--- config.mk ---
export PLATFORM = sky130hd
export DESIGN_NAME = single_wire_humidity_sensor_reader
export DESIGN_NICKNAME = d
export VERILOG_FILES = /design/src/rtl/swhsr_pkg.sv /design/src/rtl/single_wire_humidity_sensor_reader.sv
export SDC_FILE = /design/constraint.sdc
export NUM_CORES = 1
export LEC_CHECK = 0
export BUFFER_PORTS_ARGS = -buffer_cell sky130_fd_sc_hd__buf_2
export CAP_MARGIN = 20
export CORE_MARGIN = 3
export CORE_UTILIZATION = 60
export DETAILED_ROUTE_END_ITERATION = 8
export GPL_TIMING_DRIVEN = 0
export PLACE_DENSITY = 0.78
export SYNTH_ARGS = -nofsm -noshare
export SYNTH_HDL_FRONTEND = slang
export SYNTH_SLANG_ARGS = --single-unit
--- constraint.sdc ---
create_clock -name clk -period 6.15 [get_ports clk]
set_input_delay 0.615 -clock clk [delete_from_list [all_inputs] [get_ports clk]]
set_output_delay 0.615 -clock clk [all_outputs]
set_load 0.1 [all_outputs]
--- src/rtl/swhsr_pkg.sv ---
// ----------------------------------------------------------------------------
// swhsr_pkg
// Shared codes and constants for the single-wire humidity sensor reader:
// sequencer phase codes, result status codes, register indexes and widths.
// ----------------------------------------------------------------------------
package swhsr_pkg;

  // Sequencer phase codes.
  localparam logic [3:0] PH_IDLE   = 4'd0;
  localparam logic [3:0] PH_WARM   = 4'd1;
  localparam logic [3:0] PH_LOW    = 4'd2;
  localparam logic [3:0] PH_HIGH   = 4'd3;
  localparam logic [3:0] PH_SETTLE = 4'd4;
  localparam logic [3:0] PH_RLOW   = 4'd5;
  localparam logic [3:0] PH_RHIGH  = 4'd6;
  localparam logic [3:0] PH_BLOW   = 4'd7;
  localparam logic [3:0] PH_BHIGH  = 4'd8;

  // Result status codes.
  localparam logic [1:0] ST_OK       = 2'd0;
  localparam logic [1:0] ST_TIMEOUT  = 2'd1;
  localparam logic [1:0] ST_CHECKSUM = 2'd2;

  // Configuration register indexes.
  localparam logic [2:0] REG_WARMUP       = 3'd0;
  localparam logic [2:0] REG_START_LOW    = 3'd1;
  localparam logic [2:0] REG_RELEASE_HIGH = 3'd2;
  localparam logic [2:0] REG_SETTLE       = 3'd3;
  localparam logic [2:0] REG_RESP_LIMIT   = 3'd4;
  localparam logic [2:0] REG_BLOW_LIMIT   = 3'd5;
  localparam logic [2:0] REG_BHIGH_LIMIT  = 3'd6;
  localparam logic [2:0] REG_MIN_INTERVAL = 3'd7;

  // Register reset values.
  localparam logic [19:0] WARMUP_RST       = 20'd250000;
  localparam logic [16:0] START_LOW_RST    = 17'd20000;
  localparam logic [7:0]  RELEASE_HIGH_RST = 8'd40;
  localparam logic [7:0]  SETTLE_RST       = 8'd10;
  localparam logic [6:0]  RESP_LIMIT_RST   = 7'd80;
  localparam logic [6:0]  BLOW_LIMIT_RST   = 7'd55;
  localparam logic [6:0]  BHIGH_LIMIT_RST  = 7'd75;
  localparam logic [21:0] MIN_INTERVAL_RST = 22'd2000000;

  // Frame layout and counter limits.
  localparam int unsigned FRAME_BITS = 40;
  localparam logic [5:0]  LAST_BIT   = 6'd40;
  localparam logic [6:0]  COUNT_MAX  = 7'd127;
  localparam logic [6:0]  LIMIT_MAX  = 7'd126;
  localparam logic [21:0] SINCE_MAX  = 22'h3FFFFF;

  typedef logic [FRAME_BITS-1:0] frame_t;

endpackage

--- src/rtl/single_wire_humidity_sensor_reader.sv ---
// ----------------------------------------------------------------------------
// single_wire_humidity_sensor_reader
// Tick-driven sequencer for a single-wire humidity/temperature sensor: drives
// the start sequence, times the response and 40 data bits, checks the sum.
// ----------------------------------------------------------------------------
// The result for a tick is registered: it appears on the out_ ports in the cycle
// after the tick is accepted, from a single output register.
// Throughput: one tick per cycle; a new tick is taken whenever the output
// register is empty or being read in the same cycle.
// Reset (rst_n low, synchronous): sequencer idle, counters cleared, held data
// zero, registers at defaults, and the first read request is always allowed.
module single_wire_humidity_sensor_reader
  import swhsr_pkg::*;
(
  input  logic        clk,
  input  logic        rst_n,
  // Tick input channel
  input  logic        in_valid,
  output logic        in_stall,
  input  logic        in_line_level,
  input  logic        in_start_request,
  // Result channel
  output logic        out_valid,
  input  logic        out_stall,
  output logic        out_drive_enable,
  output logic        out_drive_level,
  output logic        out_done_res,
  output logic [1:0]  out_status,
  output logic        out_fresh,
  output logic [7:0]  out_humidity_int,
  output logic [7:0]  out_humidity_frac,
  output logic [7:0]  out_temperature_int,
  output logic [7:0]  out_temperature_frac,
  // Configuration write channel
  input  logic        cfg_valid,
  output logic        cfg_ready,
  input  logic [2:0]  cfg_index,
  input  logic [21:0] cfg_data
);

  // Configuration registers
  logic [19:0] warmup_r;
  logic [16:0] start_low_r;
  logic [7:0]  release_high_r;
  logic [7:0]  settle_r;
  logic [6:0]  resp_limit_r;
  logic [6:0]  blow_limit_r;
  logic [6:0]  bhigh_limit_r;
  logic [21:0] min_interval_r;

  // Sequencer state
  logic [3:0]  phase_r,     phase_nxt;
  logic [19:0] timer_r,     timer_nxt;
  logic [6:0]  count_r,     count_nxt;
  logic [6:0]  low_len_r,   low_len_nxt;
  frame_t      frame_r,     frame_nxt;
  logic [5:0]  bit_idx_r,   bit_idx_nxt;
  logic [21:0] since_r,     since_nxt;
  frame_t      held_r,      held_nxt;

  // Output register
  logic        out_valid_r;
  logic        drv_en_r,    drv_en_nxt;
  logic        drv_lvl_r,   drv_lvl_nxt;
  logic        done_r,      done_nxt;
  logic [1:0]  status_r,    status_nxt;
  logic        fresh_r,     fresh_nxt;
  frame_t      bytes_r,     bytes_nxt;

  logic        accept;

  // A tick is taken whenever the output register can take its result.
  assign in_stall  = out_valid_r & out_stall;
  assign accept    = in_valid & ~in_stall;
  assign cfg_ready = 1'b1;

  // Configuration writes; each register keeps only its own width.
  always_ff @(posedge clk) begin
    if (!rst_n) begin
      warmup_r       <= WARMUP_RST;
      start_low_r    <= START_LOW_RST;
      release_high_r <= RELEASE_HIGH_RST;
      settle_r       <= SETTLE_RST;
      resp_limit_r   <= RESP_LIMIT_RST;
      blow_limit_r   <= BLOW_LIMIT_RST;
      bhigh_limit_r  <= BHIGH_LIMIT_RST;
      min_interval_r <= MIN_INTERVAL_RST;
    end else if (cfg_valid && cfg_ready) begin
      unique case (cfg_index)
        REG_WARMUP:       warmup_r       <= cfg_data[19:0];
        REG_START_LOW:    start_low_r    <= cfg_data[16:0];
        REG_RELEASE_HIGH: release_high_r <= cfg_data[7:0];
        REG_SETTLE:       settle_r       <= cfg_data[7:0];
        REG_RESP_LIMIT:   resp_limit_r   <= cfg_data[6:0];
        REG_BLOW_LIMIT:   blow_limit_r   <= cfg_data[6:0];
        REG_BHIGH_LIMIT:  bhigh_limit_r  <= cfg_data[6:0];
        REG_MIN_INTERVAL: min_interval_r <= cfg_data[21:0];
        default:          ;
      endcase
    end
  end

  // Per-tick next state and result.
  always_comb begin
    logic [3:0]  ph;
    logic [19:0] tmr;
    logic [19:0] step_len;
    logic        want;
    logic [6:0]  lim_raw;
    logic [6:0]  lim;
    logic        bit_val;
    frame_t      frame_new;
    logic [7:0]  sum;

    phase_nxt   = phase_r;
    timer_nxt   = timer_r;
    count_nxt   = count_r;
    low_len_nxt = low_len_r;
    frame_nxt   = frame_r;
    bit_idx_nxt = bit_idx_r;
    held_nxt    = held_r;
    since_nxt   = (since_r != SINCE_MAX) ? since_r + 22'd1 : since_r;

    drv_en_nxt  = 1'b0;
    drv_lvl_nxt = 1'b0;
    done_nxt    = 1'b0;
    status_nxt  = ST_OK;
    fresh_nxt   = 1'b0;
    bytes_nxt   = '0;

    ph        = phase_r;
    tmr       = timer_r;
    step_len  = '0;
    want      = 1'b0;
    lim_raw   = '0;
    lim       = '0;
    bit_val   = 1'b0;
    frame_new = frame_r;
    sum       = '0;

    if (phase_r == PH_IDLE) begin
      // Idle: a request either reuses held data or launches a real read.
      if (in_start_request) begin
        if (since_r < min_interval_r) begin
          done_nxt   = 1'b1;
          status_nxt = ST_OK;
          fresh_nxt  = 1'b0;
          bytes_nxt  = held_r;
        end else begin
          since_nxt   = '0;
          held_nxt    = '0;
          frame_nxt   = '0;
          bit_idx_nxt = '0;
          count_nxt   = '0;
          low_len_nxt = '0;
          timer_nxt   = '0;
          phase_nxt   = PH_WARM;
        end
      end
    end else begin
      // Length of the current start-sequence step.
      unique case (phase_r)
        PH_WARM:   step_len = warmup_r;
        PH_LOW:    step_len = {3'd0, start_low_r};
        PH_HIGH:   step_len = {12'd0, release_high_r};
        PH_SETTLE: step_len = {12'd0, settle_r};
        default:   step_len = '0;
      endcase

      // An expired step moves on, skipping any later step of zero length.
      if (phase_r >= PH_WARM && phase_r <= PH_SETTLE && timer_r >= step_len) begin
        tmr = '0;
        priority if (phase_r == PH_WARM && start_low_r != '0) ph = PH_LOW;
        else if (phase_r <= PH_LOW && release_high_r != '0)    ph = PH_HIGH;
        else if (phase_r <= PH_HIGH && settle_r != '0)         ph = PH_SETTLE;
        else                                                   ph = PH_RLOW;
      end

      if (ph >= PH_WARM && ph <= PH_SETTLE) begin
        // Start sequence: drive low, then high, otherwise release.
        phase_nxt   = ph;
        timer_nxt   = tmr + 20'd1;
        drv_en_nxt  = (ph == PH_LOW) || (ph == PH_HIGH);
        drv_lvl_nxt = (ph == PH_HIGH);
      end else if (ph >= PH_RLOW && ph <= PH_BHIGH) begin
        // Response and bit timing on the sampled line.
        phase_nxt = ph;
        timer_nxt = tmr;
        want      = (ph == PH_RHIGH) || (ph == PH_BHIGH);
        unique case (ph)
          PH_BLOW:  lim_raw = blow_limit_r;
          PH_BHIGH: lim_raw = bhigh_limit_r;
          default:  lim_raw = resp_limit_r;
        endcase
        lim = (lim_raw > LIMIT_MAX) ? LIMIT_MAX : lim_raw;

        if (in_line_level == want) begin
          // Same level: extend the phase or time out.
          if (count_r > lim) begin
            phase_nxt  = PH_IDLE;
            done_nxt   = 1'b1;
            status_nxt = ST_TIMEOUT;
            fresh_nxt  = 1'b1;
            bytes_nxt  = held_r;
          end else if (count_r != COUNT_MAX) begin
            count_nxt = count_r + 7'd1;
          end
        end else begin
          // Level change: this sample is the first of the next phase.
          count_nxt = 7'd1;
          unique case (ph)
            PH_RLOW:  phase_nxt = PH_RHIGH;
            PH_RHIGH: phase_nxt = PH_BLOW;
            PH_BLOW: begin
              low_len_nxt = count_r;
              phase_nxt   = PH_BHIGH;
            end
            PH_BHIGH: begin
              bit_val     = (count_r > low_len_r);
              frame_new   = {frame_r[FRAME_BITS-2:0], bit_val};
              frame_nxt   = frame_new;
              bit_idx_nxt = bit_idx_r + 6'd1;
              count_nxt   = '0;
              if (bit_idx_nxt >= LAST_BIT) begin
                // Frame complete: hold the bytes and check the sum.
                sum        = frame_new[39:32] + frame_new[31:24]
                           + frame_new[23:16] + frame_new[15:8];
                held_nxt   = frame_new;
                phase_nxt  = PH_IDLE;
                done_nxt   = 1'b1;
                status_nxt = (sum == frame_new[7:0]) ? ST_OK : ST_CHECKSUM;
                fresh_nxt  = 1'b1;
                bytes_nxt  = frame_new;
              end else begin
                phase_nxt = PH_BLOW;
                count_nxt = 7'd1;
              end
            end
            default: phase_nxt = PH_IDLE;
          endcase
        end
      end else begin
        // Codes outside the sequence fall back to idle.
        phase_nxt = PH_IDLE;
      end
    end
  end

  // Sequencer state update on each accepted tick.
  always_ff @(posedge clk) begin
    if (!rst_n) begin
      phase_r   <= PH_IDLE;
      timer_r   <= '0;
      count_r   <= '0;
      low_len_r <= '0;
      frame_r   <= '0;
      bit_idx_r <= '0;
      since_r   <= SINCE_MAX;
      held_r    <= '0;
    end else if (accept) begin
      phase_r   <= phase_nxt;
      timer_r   <= timer_nxt;
      count_r   <= count_nxt;
      low_len_r <= low_len_nxt;
      frame_r   <= frame_nxt;
      bit_idx_r <= bit_idx_nxt;
      since_r   <= since_nxt;
      held_r    <= held_nxt;
    end
  end

  // Output register valid flag.
  always_ff @(posedge clk) begin
    if (!rst_n) begin
      out_valid_r <= 1'b0;
    end else if (accept) begin
      out_valid_r <= 1'b1;
    end else if (!out_stall) begin
      out_valid_r <= 1'b0;
    end
  end

  // Output register payload.
  always_ff @(posedge clk) begin
    if (accept) begin
      drv_en_r  <= drv_en_nxt;
      drv_lvl_r <= drv_lvl_nxt;
      done_r    <= done_nxt;
      status_r  <= status_nxt;
      fresh_r   <= fresh_nxt;
      bytes_r   <= bytes_nxt;
    end
  end

  assign out_valid            = out_valid_r;
  assign out_drive_enable     = drv_en_r;
  assign out_drive_level      = drv_lvl_r;
  assign out_done_res         = done_r;
  assign out_status           = status_r;
  assign out_fresh            = fresh_r;
  assign out_humidity_int     = bytes_r[39:32];
  assign out_humidity_frac    = bytes_r[31:24];
  assign out_temperature_int  = bytes_r[23:16];
  assign out_temperature_frac = bytes_r[15:8];

endmodule

== After elaboration in Yosys (flattened, before gate mapping) ==
Cells that the tools add are included.

* Bits in registers: 288
* Bits of input ports: 32
* Output and inout port bits: 41

* Add/sub/neg operators: 7
* Order comparisons: 14
* Eq/ne operators: 28
* Muxes and demuxes: 93
* Bitwise gates (word level): 5
* Reduce and logical (&&, ||, !) cells: 35

{| class="wikitable"
|+ Operators by type and width
! operator !! count
|-
| two-way mux 40 bit || 16
|-
| two-way mux 39 bit || 7
|-
| two-way mux 20 bit || 8
|-
| two-way mux 7 bit || 17
|-
| two-way mux 22 bit || 4
|-
| case mux 20 bit (4 select lines) || 1
|-
| two-way mux 6 bit || 7
|-
| two-way mux 4 bit || 9
|-
| AND reduction 7 bit || 4
|-
| adder 8 bit || 3
|-
| adder 22 x 1 -> 22 bit, second input constant || 1
|-
| less-than comparator 22 bit || 1
|-
| inequality test 22 bit, second input constant || 1
|-
| adder 20 x 1 -> 20 bit, second input constant || 1
|-
| >= comparator 20 bit || 1
|-
| nonzero test 17 bit || 1
|-
| equality test 4 x 2 -> 1 bit, second input constant || 4
|-
| equality test 4 x 3 -> 1 bit, second input constant || 4
|-
| case mux 4 bit (4 select lines) || 1
|-
| AND reduction 2 bit || 8
|-
| nonzero test 8 bit || 2
|-
| two-way mux 1 bit || 15
|-
| > comparator 7 bit || 2
|-
| case mux 7 bit (2 select lines) || 1
|-
| 35 further kinds || 63
|}

== Longest topological paths before layout ==
* Depth in word-level cells: 20
* Gate-level depth with buffers: 22

== Least setup slack after synthesis ==
Ideal clock, no wire load.

* Kind: reg2reg
* Start: register phase_r[2]
* End: register timer_r[16]
* Library setup time: 0.074 ns
* Data arrival time: 5.210 ns
* Path slack: 0.866 ns
* Cell stages (with the launch flop): 22
* Path buffers: 1
* Period minus slack after synthesis: 5.284 ns
* Cells stage by stage: dfxtp_1 or2_2 nor3b_1 clkbuf_1 a22oi_1 ha_1 a21o_1 a221o_1 a221oi_4 o211ai_4 nand2_1 and2_1 ha_1 inv_1 nor2_1 and4_1 nand3_1 a211oi_4 and4_4 nand4_4 or3_1 a31oi_1

* Word-level cells in the longest chain between the ends: 11
* Elaborated cells on any way between the ends: 38
* Those cells by class: add/sub: 1; order compare: 9; eq/ne: 6; mux: 12; reduce/logical: 10

{| class="wikitable"
|+ RTL lines
! item !! line !! source
|-
| from (decl) || single_wire_humidity_sensor_reader.sv:52 || <nowiki>logic [3:0] phase_r, phase_nxt;</nowiki>
|-
| from (signal assigned) || single_wire_humidity_sensor_reader.sv:261 || <nowiki>phase_r <= phase_nxt;</nowiki>
|-
| parallel branches: the longest is 11 deep, another holds >= comparator 20 bit || - ||
|-
| to (signal assigned) || single_wire_humidity_sensor_reader.sv:262 || <nowiki>timer_r <= timer_nxt;</nowiki>
|-
| to (decl) || single_wire_humidity_sensor_reader.sv:53 || <nowiki>logic [19:0] timer_r, timer_nxt;</nowiki>
|}

Parallel ways; which one is timed is not known. The select of a mux whose other input is x is not followed.
A chain may end at the register's enable or synchronous reset.

== Worst setup path after layout ==
Ends and elaborated chain as after synthesis.

==> run summary <==
outcome: completed
Startpoint Class: flip-flop
Synthesized Nets: 1,671
Port-buffer cells: 61
CTS max path bufs: 3
routed via count: 12,168
CP Data Required Time: 6.61 ns
Synth Area in Compound Gates: 0.216
Max FO, Critical Path: 10
Tot GR Track Use: 0.293
Hold Startpoint: in_valid
Yosys cell types: 71
Simple-Gate Fraction of Synth Area: 0.209
nets: 1,764
syn avg cell area: 8.59 um2
first-pass GRT wire length: 58,600 um
share of cells above drive strength 1: 0.0818
Tmin final: 5.83 ns
Num CTS Buffers: 29
pre-CTS setup slack: -0.0767 ns
final WL: 36,000 um
utilization after layout: 0.684
NetSw: 1.22 mW
row cnt: 54
Post-Synth XOR/XNOR Area: 0.0144
CTS tree: built
Post-synth ARST share: 0
sequential fraction of the synthesis area: 0.435
hold crit path type: primary input to flip-flop
GPL Wtd Cong: 0.954
mux cell area share after synthesis: 0.000748
Ant. Diodes: 0
Final WS setup: 0.321 ns
worst reg2reg startpoint: phase_r[2]
met1 Track Usage GR: 0.401
clk sink count: 272
largest net degree at the start of global routing: 38
combinational power share: 0.146
CP Class: flip-flop to flip-flop
GRT overflow: 0
DR iter-0 viols: 1,055
Final Max Slew Viols: 0
number of synthesized flops with an enable pin: 38
Clock Pin Slew Worst Setup and Hold Paths: 0.06 ns
Power Dens Cells: 280 nW/um2
Int Power: 2.97 mW
post-synth top area share: 0.350
Max Cap Viol: 0
Starting Density: 0.611
DRC: 0
capture point of the worst path: timer_r[16]
max_slew headroom: 0.376
Reg2Reg Depth: 21
worst flop-to-flop path endpoint: timer_r[16]
core area: 21,900 um2
post-synthesis sequential element count: 272
full die area: 24,100 um2
unrepaired setup endpoints after global routing: no
GR peak layer: met2
drt first pass iters: 5
CP Launch Point: phase_r[2]
M3 GR Usage: 0.0367
antenna violations before repair: 0
fmax: 0.172 GHz
setup TNS: 0 ns
Reg power frac: 0.453
die height: 155 um
I/O pin count: 73
Clock Skews: 0.00936 ns
root buf cell: clkbuf_16
arrival time worst endpoint: 6.29 ns
worst slew pin tran: 0.929 ns
Die Wd: 155 um
Synth area leader: dfxtp_1
Sw Share: 0.290
Ys Warns: 0
power share of the clock group: 0.400
Leakage: 5.76 nW
Hold Fails Final Rpt: 0
vias in the first global route: 11,373
Mapped Area: 13,400 um2
Synth area leaders: dfxtp_1 35%, nand2_1 8.6%, edfxtp_1 8.5%
main combinational cell family by area after synthesis: compound AO/OA/AOI/OAI gates
Detail Route Antenna Nets: 0
Avg WL per Cell: 18.4 um
postcts setup bufs: 0
final setup fails: 0
R2R setup slack: 0.32 ns
Synth-to-Final Area Change: 12.0%
met2 global-route usage: 0.486
Syn Inst Count: 1,558
VDD IR max: 191 uV
Final Cycle Share: 0.948
worst skew pair latency: 0.55 ns
Main synth FF type: dfxtp_1
via-per-instance ratio: 6.23
crit path capture type: flip-flop
htree depth: 1
Synth Area in Adders: 0.0836
Detail Placement HPWL: 26,200 um
==> synth_stat cells (12+ instances only) <==
cell type and number:
o211ai_1 12, dfxtp_1 234, a22o_1 79, and3_1 13, nand4_1 19, a31oi_1 16, nand2b_1 16, fa_1 14
nor4_1 13, nand3_1 110, nor3_1 19, a22oi_1 13, clkbuf_1 71, a21oi_1 171, ha_1 67, o21ai_0 60
edfxtp_1 38, nand2_1 307, nor2_1 59, inv_1 47
==> flip-flops by register name (all words and copies together) (netlist names), 17 cells and up <==
| name | cells |
|---|---|
| frame_r | 39 |
| bytes_r | 32 |
| held_r | 32 |
| min_interval_r | 22 |
| since_r | 22 |
| timer_r | 20 |
| warmup_r | 20 |
| start_low_r | 17 |
==> critical path, cell delays in order, from the launching register on <==
cell      delay (ns)
dfxtp_1         0.37
or2_2           0.37
nor3b_4         0.39
clkbuf_2        0.32
a22oi_1         0.16
ha_1            0.33
a21o_1          0.16
a221o_1         0.36
a221oi_4        0.37
o211ai_4        0.22
nand2_1         0.39
and2_1          0.19
ha_1            0.18
inv_1           0.07
nor2_1          0.18
and4_1          0.26
nand3_1         0.13
a211oi_4        0.31
and4_4          0.31
nand4_4         0.12
or3_1           0.37
a31oi_1         0.19
==> power by group through the flow <==
stage / Clock (mW) / Combinational (mW) / Sequential, mW
final: 1.68 / 0.612 / 1.90
after global routing: 1.77 / 0.671 / 1.90
after CTS: 1.69 / 0.602 / 1.90
after detailed placement: 0 / 0.598 / 1.94
after global placement: 0 / 0.586 / 1.94
after floorplan: 0 / 0.352 / 2.02
==> metrics by stage <==
stage	instance area [um2]	power, mW	hold slack (ns)	std cells
global route	15000	4.34	0.306	1954
global placement	14000	2.52	0.442	1899
CTS	15000	4.19	0.278	1954
floorplan	13400	2.37	0.432	1558
detailed placement	14100	2.53	0.447	1900
finish	15000	4.19	0.291	1954
==> cell families (layout without fill, tap and decap cells) <==
logic type      Yosys count  in the layout
compound gates          436            436
xor+xnor                 22             22
fa+ha+maj                81             81
buf+inv                 139            255
flops                   272            272
mux                       1              1
other cells               1              1
simple gates            606            606
==> worst min path at each step <==
stage | depth (start not counted) | slack (ns) | endpoint
after detailed placement | 2 | 0.45 | warmup_r[11]
final | 2 | 0.29 | out_valid
after global placement | 2 | 0.44 | warmup_r[11]
after global routing | 2 | 0.31 | out_valid
after CTS | 2 | 0.28 | out_valid
after floorplan | 2 | 0.43 | min_interval_r[0]
==> layout by cell type (no fill, tap or decap), types with 38 or more instances in the layout <==
cell,Yosys,routed
inv_1,47,47
nand3_1,110,110
ha_1,67,67
edfxtp_1,38,38
nor2_1,59,59
clkbuf_1,71,79
dfxtp_1,234,234
nand2_1,307,307
a22o_1,79,79
buf_2,9,70
o21ai_0,60,60
a21oi_1,171,171
==> layer usage <==
| metal | routed length [um] | share of wire |
|---|---|---|
| met1 | 15400 | 0.43 |
| met2 | 17000 | 0.47 |
| met3 | 2490 | 0.069 |
| met4 | 1140 | 0.032 |
| met5 | 0 | 0 |
==> timing repair <==
action,in CTS,in global routing
endpoints found under the setup margin,2,2
endpoints found under the hold margin,0,0
resized for setup,1,3
hold buffers,0,0
==> cell type report <==
type	count	area [um2]
Timing Repair Buffer	62	325
Sequential cell	272	5830
Clock buffer	43	818
Buffer	92	372
Tap cell	280	350
Clock inverter	11	91.3
Multi-Input combinational cell	1147	7020
Inverter	47	176
Fill cell	1781	6910
No activity file was read; power rests on OpenSTA's default activity.
